--- config.mk ---
export PLATFORM = sky130hd
export DESIGN_NAME = sha256_hasher
export DESIGN_NICKNAME = d
export VERILOG_FILES = /design/src/rtl/sha256_pkg.sv /design/src/rtl/sha256_front.sv /design/src/rtl/sha256_fifo.sv /design/src/rtl/sha256_core.sv /design/src/rtl/sha256_hasher.sv
export SDC_FILE = /design/constraint.sdc
export NUM_CORES = 2
export LEC_CHECK = 0
export ABC_CLOCK_PERIOD_IN_PS = 9930
export BUFFER_PORTS_ARGS = -buffer_cell sky130_fd_sc_hd__buf_2
export CORE_ASPECT_RATIO = 1.5
export CORE_MARGIN = 2
export CORE_UTILIZATION = 55
export CTS_BUF_LIST = sky130_fd_sc_hd__clkbuf_4 sky130_fd_sc_hd__clkbuf_8
export CTS_CLUSTER_SIZE = 24
export DETAILED_ROUTE_END_ITERATION = 16
export GPL_TIMING_DRIVEN = 0
export PLACE_DENSITY = 0.81
export SETUP_SLACK_MARGIN = 0.3
export SLEW_MARGIN = 20
export SYNTH_ARGS = -nofsm -noshare
export SYNTH_HDL_FRONTEND = slang
export SYNTH_SLANG_ARGS = --single-unit
--- constraint.sdc ---
create_clock -name clk -period 9.93 [get_ports clk]
set_input_delay 0.4965 -clock clk [delete_from_list [all_inputs] [get_ports clk]]
set_output_delay 0.4965 -clock clk [all_outputs]
set_load 0.02 [all_outputs]
--- src/rtl/sha256_pkg.sv ---
// Shared types, constants and round functions of the SHA-256 hasher.
`timescale 1ns / 1ps

package sha256_pkg;

	localparam int BLOCK_WORDS  = 16;
	localparam int DIGEST_WORDS = 8;
	localparam int ROUNDS       = 64;
	localparam int FIFO_DEPTH   = 4;
	localparam int FIFO_AW      = 2;

	localparam logic [31:0] PAD_FIRST = 32'h8000_0000;

	typedef enum logic [1:0] {
		CMD_ABSORB,
		CMD_FIN_OK,
		CMD_FIN_ERR
	} cmd_t;

	typedef struct packed {
		cmd_t        cmd;
		logic [31:0] word;
	} entry_t;

	typedef enum logic [1:0] {
		ST_IDLE,
		ST_ROUND,
		ST_ADD,
		ST_OUT
	} state_t;

	localparam logic [31:0] ROUND_K [ROUNDS] = '{
		32'h428A2F98, 32'h71374491, 32'hB5C0FBCF, 32'hE9B5DBA5,
		32'h3956C25B, 32'h59F111F1, 32'h923F82A4, 32'hAB1C5ED5,
		32'hD807AA98, 32'h12835B01, 32'h243185BE, 32'h550C7DC3,
		32'h72BE5D74, 32'h80DEB1FE, 32'h9BDC06A7, 32'hC19BF174,
		32'hE49B69C1, 32'hEFBE4786, 32'h0FC19DC6, 32'h240CA1CC,
		32'h2DE92C6F, 32'h4A7484AA, 32'h5CB0A9DC, 32'h76F988DA,
		32'h983E5152, 32'hA831C66D, 32'hB00327C8, 32'hBF597FC7,
		32'hC6E00BF3, 32'hD5A79147, 32'h06CA6351, 32'h14292967,
		32'h27B70A85, 32'h2E1B2138, 32'h4D2C6DFC, 32'h53380D13,
		32'h650A7354, 32'h766A0ABB, 32'h81C2C92E, 32'h92722C85,
		32'hA2BFE8A1, 32'hA81A664B, 32'hC24B8B70, 32'hC76C51A3,
		32'hD192E819, 32'hD6990624, 32'hF40E3585, 32'h106AA070,
		32'h19A4C116, 32'h1E376C08, 32'h2748774C, 32'h34B0BCB5,
		32'h391C0CB3, 32'h4ED8AA4A, 32'h5B9CCA4F, 32'h682E6FF3,
		32'h748F82EE, 32'h78A5636F, 32'h84C87814, 32'h8CC70208,
		32'h90BEFFFA, 32'hA4506CEB, 32'hBEF9A3F7, 32'hC67178F2
	};

	localparam logic [31:0] HASH_IV [DIGEST_WORDS] = '{
		32'h6A09E667, 32'hBB67AE85, 32'h3C6EF372, 32'hA54FF53A,
		32'h510E527F, 32'h9B05688C, 32'h1F83D9AB, 32'h5BE0CD19
	};

	function automatic logic [31:0] big_sigma0(input logic [31:0] x);
		return {x[1:0], x[31:2]} ^ {x[12:0], x[31:13]} ^ {x[21:0], x[31:22]};
	endfunction

	function automatic logic [31:0] big_sigma1(input logic [31:0] x);
		return {x[5:0], x[31:6]} ^ {x[10:0], x[31:11]} ^ {x[24:0], x[31:25]};
	endfunction

	function automatic logic [31:0] small_sigma0(input logic [31:0] x);
		return {x[6:0], x[31:7]} ^ {x[17:0], x[31:18]} ^ {3'b000, x[31:3]};
	endfunction

	function automatic logic [31:0] small_sigma1(input logic [31:0] x);
		return {x[16:0], x[31:17]} ^ {x[18:0], x[31:19]} ^ {10'b0, x[31:10]};
	endfunction

endpackage

--- src/rtl/sha256_front.sv ---
// Front end: accepts items, tracks the block fill and classifies finishes.
`timescale 1ns / 1ps

module sha256_front (
	input  logic                clk,
	input  logic                arst_n,
	input  logic                in_valid,
	output logic                in_stall,
	input  logic                action,
	input  logic [31:0]         word,
	output logic                push,
	output sha256_pkg::entry_t  push_entry,
	input  logic                fifo_full
);

	logic [3:0] word_index_q;
	logic       accept;

	assign in_stall = fifo_full;
	assign accept   = in_valid && !in_stall;
	assign push     = accept;

	always_comb begin
		push_entry.word = word;
		if (!action) begin
			push_entry.cmd = sha256_pkg::CMD_ABSORB;
		end else if (word_index_q == 4'd0) begin
			push_entry.cmd = sha256_pkg::CMD_FIN_OK;
		end else begin
			push_entry.cmd = sha256_pkg::CMD_FIN_ERR;
		end
	end

	// The index wraps to zero on the sixteenth word, and any finish restarts the message.
	always_ff @(posedge clk or negedge arst_n) begin
		if (!arst_n) begin
			word_index_q <= 4'd0;
		end else if (accept) begin
			if (action) begin
				word_index_q <= 4'd0;
			end else begin
				word_index_q <= word_index_q + 4'd1;
			end
		end
	end

endmodule

--- src/rtl/sha256_fifo.sv ---
// Short queue of classified items between the front end and the hash core.
`timescale 1ns / 1ps

module sha256_fifo (
	input  logic                clk,
	input  logic                arst_n,
	input  logic                push,
	input  sha256_pkg::entry_t  push_entry,
	output logic                full,
	input  logic                pop,
	output logic                head_valid,
	output sha256_pkg::entry_t  head_entry
);

	sha256_pkg::entry_t                   mem_q [sha256_pkg::FIFO_DEPTH];
	logic [sha256_pkg::FIFO_AW-1:0]       wr_ptr_q;
	logic [sha256_pkg::FIFO_AW-1:0]       rd_ptr_q;
	logic [sha256_pkg::FIFO_AW:0]         count_q;
	logic                                 do_push;
	logic                                 do_pop;

	assign full       = (count_q == (sha256_pkg::FIFO_AW+1)'(sha256_pkg::FIFO_DEPTH));
	assign head_valid = (count_q != '0);
	assign head_entry = mem_q[rd_ptr_q];
	assign do_push    = push && !full;
	assign do_pop     = pop && head_valid;

	always_ff @(posedge clk) begin
		if (do_push) begin
			mem_q[wr_ptr_q] <= push_entry;
		end
	end

	always_ff @(posedge clk or negedge arst_n) begin
		if (!arst_n) begin
			wr_ptr_q <= '0;
			rd_ptr_q <= '0;
			count_q  <= '0;
		end else begin
			if (do_push) begin
				wr_ptr_q <= wr_ptr_q + (sha256_pkg::FIFO_AW)'(1);
			end
			if (do_pop) begin
				rd_ptr_q <= rd_ptr_q + (sha256_pkg::FIFO_AW)'(1);
			end
			if (do_push && !do_pop) begin
				count_q <= count_q + (sha256_pkg::FIFO_AW+1)'(1);
			end else if (do_pop && !do_push) begin
				count_q <= count_q - (sha256_pkg::FIFO_AW+1)'(1);
			end
		end
	end

endmodule

--- src/rtl/sha256_core.sv ---
// Back end: collects blocks, runs the compression rounds and sends the digest.
`timescale 1ns / 1ps

module sha256_core (
	input  logic                clk,
	input  logic                arst_n,
	input  logic                head_valid,
	input  sha256_pkg::entry_t  head_entry,
	output logic                pop,
	output logic                out_valid,
	input  logic                out_stall,
	output logic [31:0]         digest_word,
	output logic                last,
	output logic                error
);

	localparam logic [4:0] BUF_FULL   = 5'(sha256_pkg::BLOCK_WORDS);
	localparam logic [5:0] LAST_ROUND = 6'(sha256_pkg::ROUNDS - 1);
	localparam logic [2:0] LAST_WORD  = 3'(sha256_pkg::DIGEST_WORDS - 1);

	sha256_pkg::state_t state_q, state_next;

	logic [31:0] buf_q  [sha256_pkg::BLOCK_WORDS];
	logic [4:0]  buf_cnt_q;
	logic [31:0] w_q    [sha256_pkg::BLOCK_WORDS];
	logic [31:0] v_q    [sha256_pkg::DIGEST_WORDS];
	logic [31:0] hash_q [sha256_pkg::DIGEST_WORDS];
	logic [54:0] block_count_q;
	logic [5:0]  rnd_q;
	logic [2:0]  k_q;
	logic        fin_q;
	logic        err_q;

	logic        head_absorb;
	logic        head_fin;
	logic        start_blk;
	logic        take_fin;
	logic        out_load;
	logic        out_done;

	logic [31:0] t1;
	logic [31:0] t2;
	logic [31:0] choose;
	logic [31:0] major;
	logic [31:0] w_new;

	logic        out_valid_q;
	logic [31:0] digest_q;
	logic        last_q;
	logic        error_q;

	assign head_absorb = head_valid && (head_entry.cmd == sha256_pkg::CMD_ABSORB);
	assign head_fin    = head_valid && (head_entry.cmd != sha256_pkg::CMD_ABSORB);

	// Control decode for the current state.
	always_comb begin
		start_blk = 1'b0;
		take_fin  = 1'b0;
		out_load  = 1'b0;
		out_done  = 1'b0;
		case (state_q)
			sha256_pkg::ST_IDLE: begin
				// A full buffered block goes first; a finish only sees an idle core.
				start_blk = (buf_cnt_q == BUF_FULL);
				take_fin  = (buf_cnt_q != BUF_FULL) && head_fin;
			end
			sha256_pkg::ST_OUT: begin
				out_load = !out_valid_q || !out_stall;
				out_done = out_load && (err_q || (k_q == LAST_WORD));
			end
			default: begin
			end
		endcase
		pop = (head_absorb && (buf_cnt_q != BUF_FULL)) || take_fin;
	end

	always_comb begin
		state_next = state_q;
		case (state_q)
			sha256_pkg::ST_IDLE: begin
				if (start_blk) begin
					state_next = sha256_pkg::ST_ROUND;
				end else if (take_fin) begin
					if (head_entry.cmd == sha256_pkg::CMD_FIN_OK) begin
						state_next = sha256_pkg::ST_ROUND;
					end else begin
						state_next = sha256_pkg::ST_OUT;
					end
				end
			end
			sha256_pkg::ST_ROUND: begin
				if (rnd_q == LAST_ROUND) begin
					state_next = sha256_pkg::ST_ADD;
				end
			end
			sha256_pkg::ST_ADD: begin
				state_next = fin_q ? sha256_pkg::ST_OUT : sha256_pkg::ST_IDLE;
			end
			sha256_pkg::ST_OUT: begin
				if (out_done) begin
					state_next = sha256_pkg::ST_IDLE;
				end
			end
			default: begin
				state_next = sha256_pkg::ST_IDLE;
			end
		endcase
	end

	// One compression round and one schedule word per cycle.
	always_comb begin
		choose = (v_q[4] & v_q[5]) ^ (~v_q[4] & v_q[6]);
		major  = (v_q[0] & v_q[1]) ^ (v_q[0] & v_q[2]) ^ (v_q[1] & v_q[2]);
		t1     = v_q[7] + sha256_pkg::big_sigma1(v_q[4]) + choose
		         + sha256_pkg::ROUND_K[rnd_q] + w_q[0];
		t2     = sha256_pkg::big_sigma0(v_q[0]) + major;
		w_new  = w_q[0] + sha256_pkg::small_sigma0(w_q[1]) + w_q[9]
		         + sha256_pkg::small_sigma1(w_q[14]);
	end

	always_ff @(posedge clk or negedge arst_n) begin
		if (!arst_n) begin
			state_q <= sha256_pkg::ST_IDLE;
		end else begin
			state_q <= state_next;
		end
	end

	always_ff @(posedge clk) begin
		if (head_absorb && pop) begin
			buf_q[buf_cnt_q[3:0]] <= head_entry.word;
		end
	end

	// Schedule window and working variables.
	always_ff @(posedge clk) begin
		if (start_blk) begin
			for (int i = 0; i < sha256_pkg::BLOCK_WORDS; i++) begin
				w_q[i] <= buf_q[i];
			end
		end else if (take_fin) begin
			for (int i = 0; i < sha256_pkg::BLOCK_WORDS; i++) begin
				w_q[i] <= '0;
			end
			w_q[0]  <= sha256_pkg::PAD_FIRST;
			w_q[14] <= block_count_q[54:23];
			w_q[15] <= {block_count_q[22:0], 9'b0};
		end else if (state_q == sha256_pkg::ST_ROUND) begin
			for (int i = 0; i < sha256_pkg::BLOCK_WORDS - 1; i++) begin
				w_q[i] <= w_q[i+1];
			end
			w_q[sha256_pkg::BLOCK_WORDS-1] <= w_new;
		end

		if (start_blk || take_fin) begin
			for (int i = 0; i < sha256_pkg::DIGEST_WORDS; i++) begin
				v_q[i] <= hash_q[i];
			end
		end else if (state_q == sha256_pkg::ST_ROUND) begin
			v_q[7] <= v_q[6];
			v_q[6] <= v_q[5];
			v_q[5] <= v_q[4];
			v_q[4] <= v_q[3] + t1;
			v_q[3] <= v_q[2];
			v_q[2] <= v_q[1];
			v_q[1] <= v_q[0];
			v_q[0] <= t1 + t2;
		end
	end

	always_ff @(posedge clk or negedge arst_n) begin
		if (!arst_n) begin
			buf_cnt_q     <= '0;
			block_count_q <= '0;
			rnd_q         <= '0;
			k_q           <= '0;
			fin_q         <= 1'b0;
			err_q         <= 1'b0;
			for (int i = 0; i < sha256_pkg::DIGEST_WORDS; i++) begin
				hash_q[i] <= sha256_pkg::HASH_IV[i];
			end
		end else begin
			if (start_blk) begin
				buf_cnt_q <= '0;
			end else if (take_fin) begin
				// A partial block is thrown away with the rest of the message.
				buf_cnt_q <= '0;
			end else if (head_absorb && pop) begin
				buf_cnt_q <= buf_cnt_q + 5'd1;
			end

			if (start_blk || take_fin) begin
				rnd_q <= '0;
				k_q   <= '0;
				fin_q <= take_fin;
				err_q <= take_fin && (head_entry.cmd == sha256_pkg::CMD_FIN_ERR);
			end else if (state_q == sha256_pkg::ST_ROUND) begin
				rnd_q <= rnd_q + 6'd1;
			end else if (out_load && !out_done) begin
				k_q <= k_q + 3'd1;
			end

			if (state_q == sha256_pkg::ST_ADD) begin
				for (int i = 0; i < sha256_pkg::DIGEST_WORDS; i++) begin
					hash_q[i] <= hash_q[i] + v_q[i];
				end
				if (!fin_q) begin
					block_count_q <= block_count_q + 55'd1;
				end
			end else if (out_done) begin
				block_count_q <= '0;
				for (int i = 0; i < sha256_pkg::DIGEST_WORDS; i++) begin
					hash_q[i] <= sha256_pkg::HASH_IV[i];
				end
			end
		end
	end

	// Output register: a result waits here while the next one is prepared.
	always_ff @(posedge clk or negedge arst_n) begin
		if (!arst_n) begin
			out_valid_q <= 1'b0;
		end else if (out_load) begin
			out_valid_q <= 1'b1;
		end else if (!out_stall) begin
			out_valid_q <= 1'b0;
		end
	end

	always_ff @(posedge clk) begin
		if (out_load) begin
			digest_q <= err_q ? 32'd0 : hash_q[k_q];
			last_q   <= err_q || (k_q == LAST_WORD);
			error_q  <= err_q;
		end
	end

	assign out_valid   = out_valid_q;
	assign digest_word = digest_q;
	assign last        = last_q;
	assign error       = error_q;

endmodule

--- src/rtl/sha256_hasher.sv ---
// Top level of the SHA-256 hasher: front end, item queue and hash core.
//
// Input channel (in_valid / in_stall): action 0 absorbs one big-endian
// message word; action 1 finishes the message. Output channel (out_valid /
// out_stall) returns digest_word h0..h7 with last set on h7, or a single
// item with error and last set and a zero word when the finish found a
// partly filled block.
// Words pass through a four-entry queue into a 16-word block buffer, one
// word a cycle while the buffer has room. A full block passes through the
// core as a load, 64 rounds and a hash update, all on the single round
// unit, which limits the sustained rate; the next block fills the buffer
// meanwhile.
// A finish waits for the core to go idle, then runs the padding block
// through the core and sends the eight digest words; an error item goes
// from idle straight to the output state. After the digest the hash
// words return to the initial values and the block count to zero.
// Reset (arst_n low) clears the queue, the counters and the output valid
// flag and loads the initial hash values. When out_stall is high the pending
// item holds; the queue then fills and in_stall rises.
`timescale 1ns / 1ps

module sha256_hasher (
	input  logic        clk,
	input  logic        arst_n,
	input  logic        in_valid,
	output logic        in_stall,
	input  logic        action,
	input  logic [31:0] word,
	output logic        out_valid,
	input  logic        out_stall,
	output logic [31:0] digest_word,
	output logic        last,
	output logic        error
);

	logic               push;
	sha256_pkg::entry_t push_entry;
	logic               fifo_full;
	logic               pop;
	logic               head_valid;
	sha256_pkg::entry_t head_entry;

	sha256_front u_front (
		.clk        (clk),
		.arst_n     (arst_n),
		.in_valid   (in_valid),
		.in_stall   (in_stall),
		.action     (action),
		.word       (word),
		.push       (push),
		.push_entry (push_entry),
		.fifo_full  (fifo_full)
	);

	sha256_fifo u_fifo (
		.clk        (clk),
		.arst_n     (arst_n),
		.push       (push),
		.push_entry (push_entry),
		.full       (fifo_full),
		.pop        (pop),
		.head_valid (head_valid),
		.head_entry (head_entry)
	);

	sha256_core u_core (
		.clk         (clk),
		.arst_n      (arst_n),
		.head_valid  (head_valid),
		.head_entry  (head_entry),
		.pop         (pop),
		.out_valid   (out_valid),
		.out_stall   (out_stall),
		.digest_word (digest_word),
		.last        (last),
		.error       (error)
	);

endmodule

==> qor.yml <==
routing:
  wirelength_met1_um: 118000
  top_layer: "met5"
  dr.pass1.iters: 8
  antenna_left: 0
  drtIter0Drc: 9575
  routed_wirelength_um: 421000
  viasPerCell: 6.87
  wl_met2_um: 197000
  wire_per_inst_um: 38.1
  drc_errors: 0
  vias: 76000
  routed-wl-met3_um: 41100
global_route:
  grt_remaining_overflow: 0
  grt_max_degree: 107
  antenna_found_initial: 40
  grt_pass1_wl_um: 582000
  grt_usage: 0.481
  grt_pass1_vias: 75100
logic_synthesis:
  synth_ff_type: "edfxtp_1"
  synth_cell_types: 96
  ys_seq_area_frac: 0.545
  synth_fp_nets: 8689
  synth_area_leader_cell: "edfxtp_1"
  ys_async_sr_fraction: 0.190
  synth_area_leaders: "edfxtp_1 (45%), dfrtp_1 (5.3%), ha_1 (5.3%)"
  synth_area_um2: 95900
  synth_edf_count: 1450
  yosys_warnings: 0
  synthCells: 8048
  avgSynthCellArea_um2: 11.9
  synth_top_area_frac: 0.454
  ys_seq_elements: 1791
worst_setup_path:
  cp_top_family: "compound AO/OA/AOI/OAI gates"
  cp_data_required_time_ns: 10.74
  cp_common_cell: "fa_1"
  criticalPathCategory: "flop to flop"
  critPathSlowestCell: "o21bai_1"
  worst_ep_arrival_time_ns: 11.05
  slowest_delay_ns: 1.17
  crit_fanout: 7
  crit_buf_inv: 5
  endpoint_kind: "flop"
  start_kind: "flop"
clocking:
  htree_levels: 5
  clk_pin_slew_ns: 0.06
  clock-sinks: 1791
  cts_tree: "done"
  cts_root_buffer: "clkbuf_8"
  cts_buffers: 285
  clk_latency_ns: 0.99
  max-clock-path-buffers: 4
sta:
  period_needed_ns: 10.24
  fin_ws_ns: -0.311
  worst_pin_slew_ns: 1.52
  fmax_mhz: 97.6
  final-max-slew-violation-count: 3
  relSlewSlack: -0.0173
  tns_ns: -0.695
  fin_crit_sh: 1.03
  skew_ns: 0.0694
  hold_viol_final: 0
  setup_viol: 3
place:
  placed_area_um2: 100000
  place.gp.congestion: 1.11
  dp_hpwl_um: 308000
  numPortBuffers: 72
floorplan:
  die_x_um: 345
  row_count: 187
  coreArea_um2: 173000
  start_util: 0.554
  die_y_um: 515
  ios: 73
  dieArea_um2: 178000
status:
  status: "finished, violations left"
  violations: "max-capacitance violations, max-slew violations, negative setup slack"
finish:
  drive_above_1_share: 0.136
  nNetsFinal: 9183
  syn_to_final_growth_pct: 12.6
  post-route-util: 0.624
  stdcell_area_um2: 108000
worst_hold_path:
  hold_path.class: "primary input to async pin"
run:
  maxCapViolations: 1
## stage by stage
| step | setup slack [ns] | cells | hold WS [ns] |
|---|---|---|---|
| finish | -0.311 | 11100 | 0.0162 |
| global route | -0.105 | 11000 | 0.0605 |
| CTS | 0.305 | 11000 | 0.00669 |
| detailed placement | -2.77 | 10400 | 0.426 |
| global placement | -2.86 | 10400 | 0.431 |
| floorplan | 1.18 | 8048 | 0.201 |
## layout by cell type, fill, tap and decap left out, drive strengths merged, types with 136 or more instances in the layout
master / instances
clkbuf: 771
nand3: 160
nand2: 992
o21ai: 510
xnor2: 400
dfrtp: 205
fa: 196
a21oi: 466
xor2: 207
a21o: 160
inv: 310
buf: 221
a22o: 456
dfstp: 136
ha: 408
edfxtp: 1450
nor2: 388
## logic make-up after synthesis
family,synth area share
and+or+nand+nor,0.0903
muxes,0.0337
AOI/OAI and AO/OA,0.150
adders and majority gates,0.0968
buffers and inverters,0.0288
xor gates and xnor gates,0.0557
DFF,0.545
## what timing repair did
item,4_1_cts,5_1_grt
gates cloned,0,0
resized for setup,152,68
endpoints found under the setup margin,41,14
endpoints found under the hold margin,221,0
hold buffers,38,0
setup buffers,24,11
pin swaps,16,24
## final timing paths
| path | endpoint | start | cells past startpoint | slack (ns) |
|---|---|---|---|---|
| max | u_core.v_q[0][31] | u_core.rnd_q[0] | 30 | -0.31 |
| min | u_core.hash_q[163] | arst_n | 2 | 0.02 |
| max reg2reg | u_core.v_q[0][31] | u_core.rnd_q[0] | 30 | -0.31 |
| min reg2reg | u_fifo.count_q[2] | u_fifo.count_q[2] | 1 | 0.49 |
| max in group asynchronous | u_core.block_count_q[53] | arst_n | 5 | 8.13 |
| min in group clk | u_fifo.mem_q[1][18] | word[18] | 2 | 0.27 |
## area by class of cell
type / count / area (um2)
multi-input combinational: 5521 / 41900
clock inverter: 108 / 769
timing repair buffer: 207 / 2240
clock buffer: 395 / 4920
antenna: 38 / 95.1
inverter: 308 / 1190
tap: 2268 / 2840
fill: 13300 / 65100
buffer: 428 / 1820
sequential: 1791 / 52300
## cell usage after synthesis, types with 63 or more instances
cell type  instances
xnor2_1          400
nor2_1           386
o21ai_0          339
mux4_2           107
ha_1             408
nand3_1          160
nand2_1          992
nor3_1           111
dfrtp_1          205
xor2_1           207
fa_1             196
edfxtp_1        1450
inv_1            300
a22o_1           456
a211oi_1          68
a21o_1           160
o21ai_1          171
dfstp_2          136
nand2b_1          63
a21oi_1          465
clkbuf_1         379
## per-layer routing
metal / GRT usage / vias to the layer above
li1: - / 30900
met2: 0.762 / 5848
met4: 0.569 / 12
met5: 0.00611 / -
met1: 0.446 / 36800
met3: 0.162 / 2454
## sequential cells by signal, indices dropped and copies added, names as in the netlist, 2 cells and up
name / cells
u_fifo.rd_ptr_q: 2
u_core.buf_q: 512
u_core.buf_cnt_q: 5
u_core.state_q: 2
u_fifo.wr_ptr_q: 2
u_core.rnd_q: 6
u_front.word_index_q: 4
u_core.hash_q: 256
u_fifo.mem_q: 136
u_core.block_count_q: 55
u_fifo.count_q: 3
u_core.k_q: 3
u_core.v_q: 256
u_core.digest_word: 32
u_core.w_q: 512
Power is not shown: default switching activity piles up to over one toggle a cycle in this logic, so the estimate is an artifact.
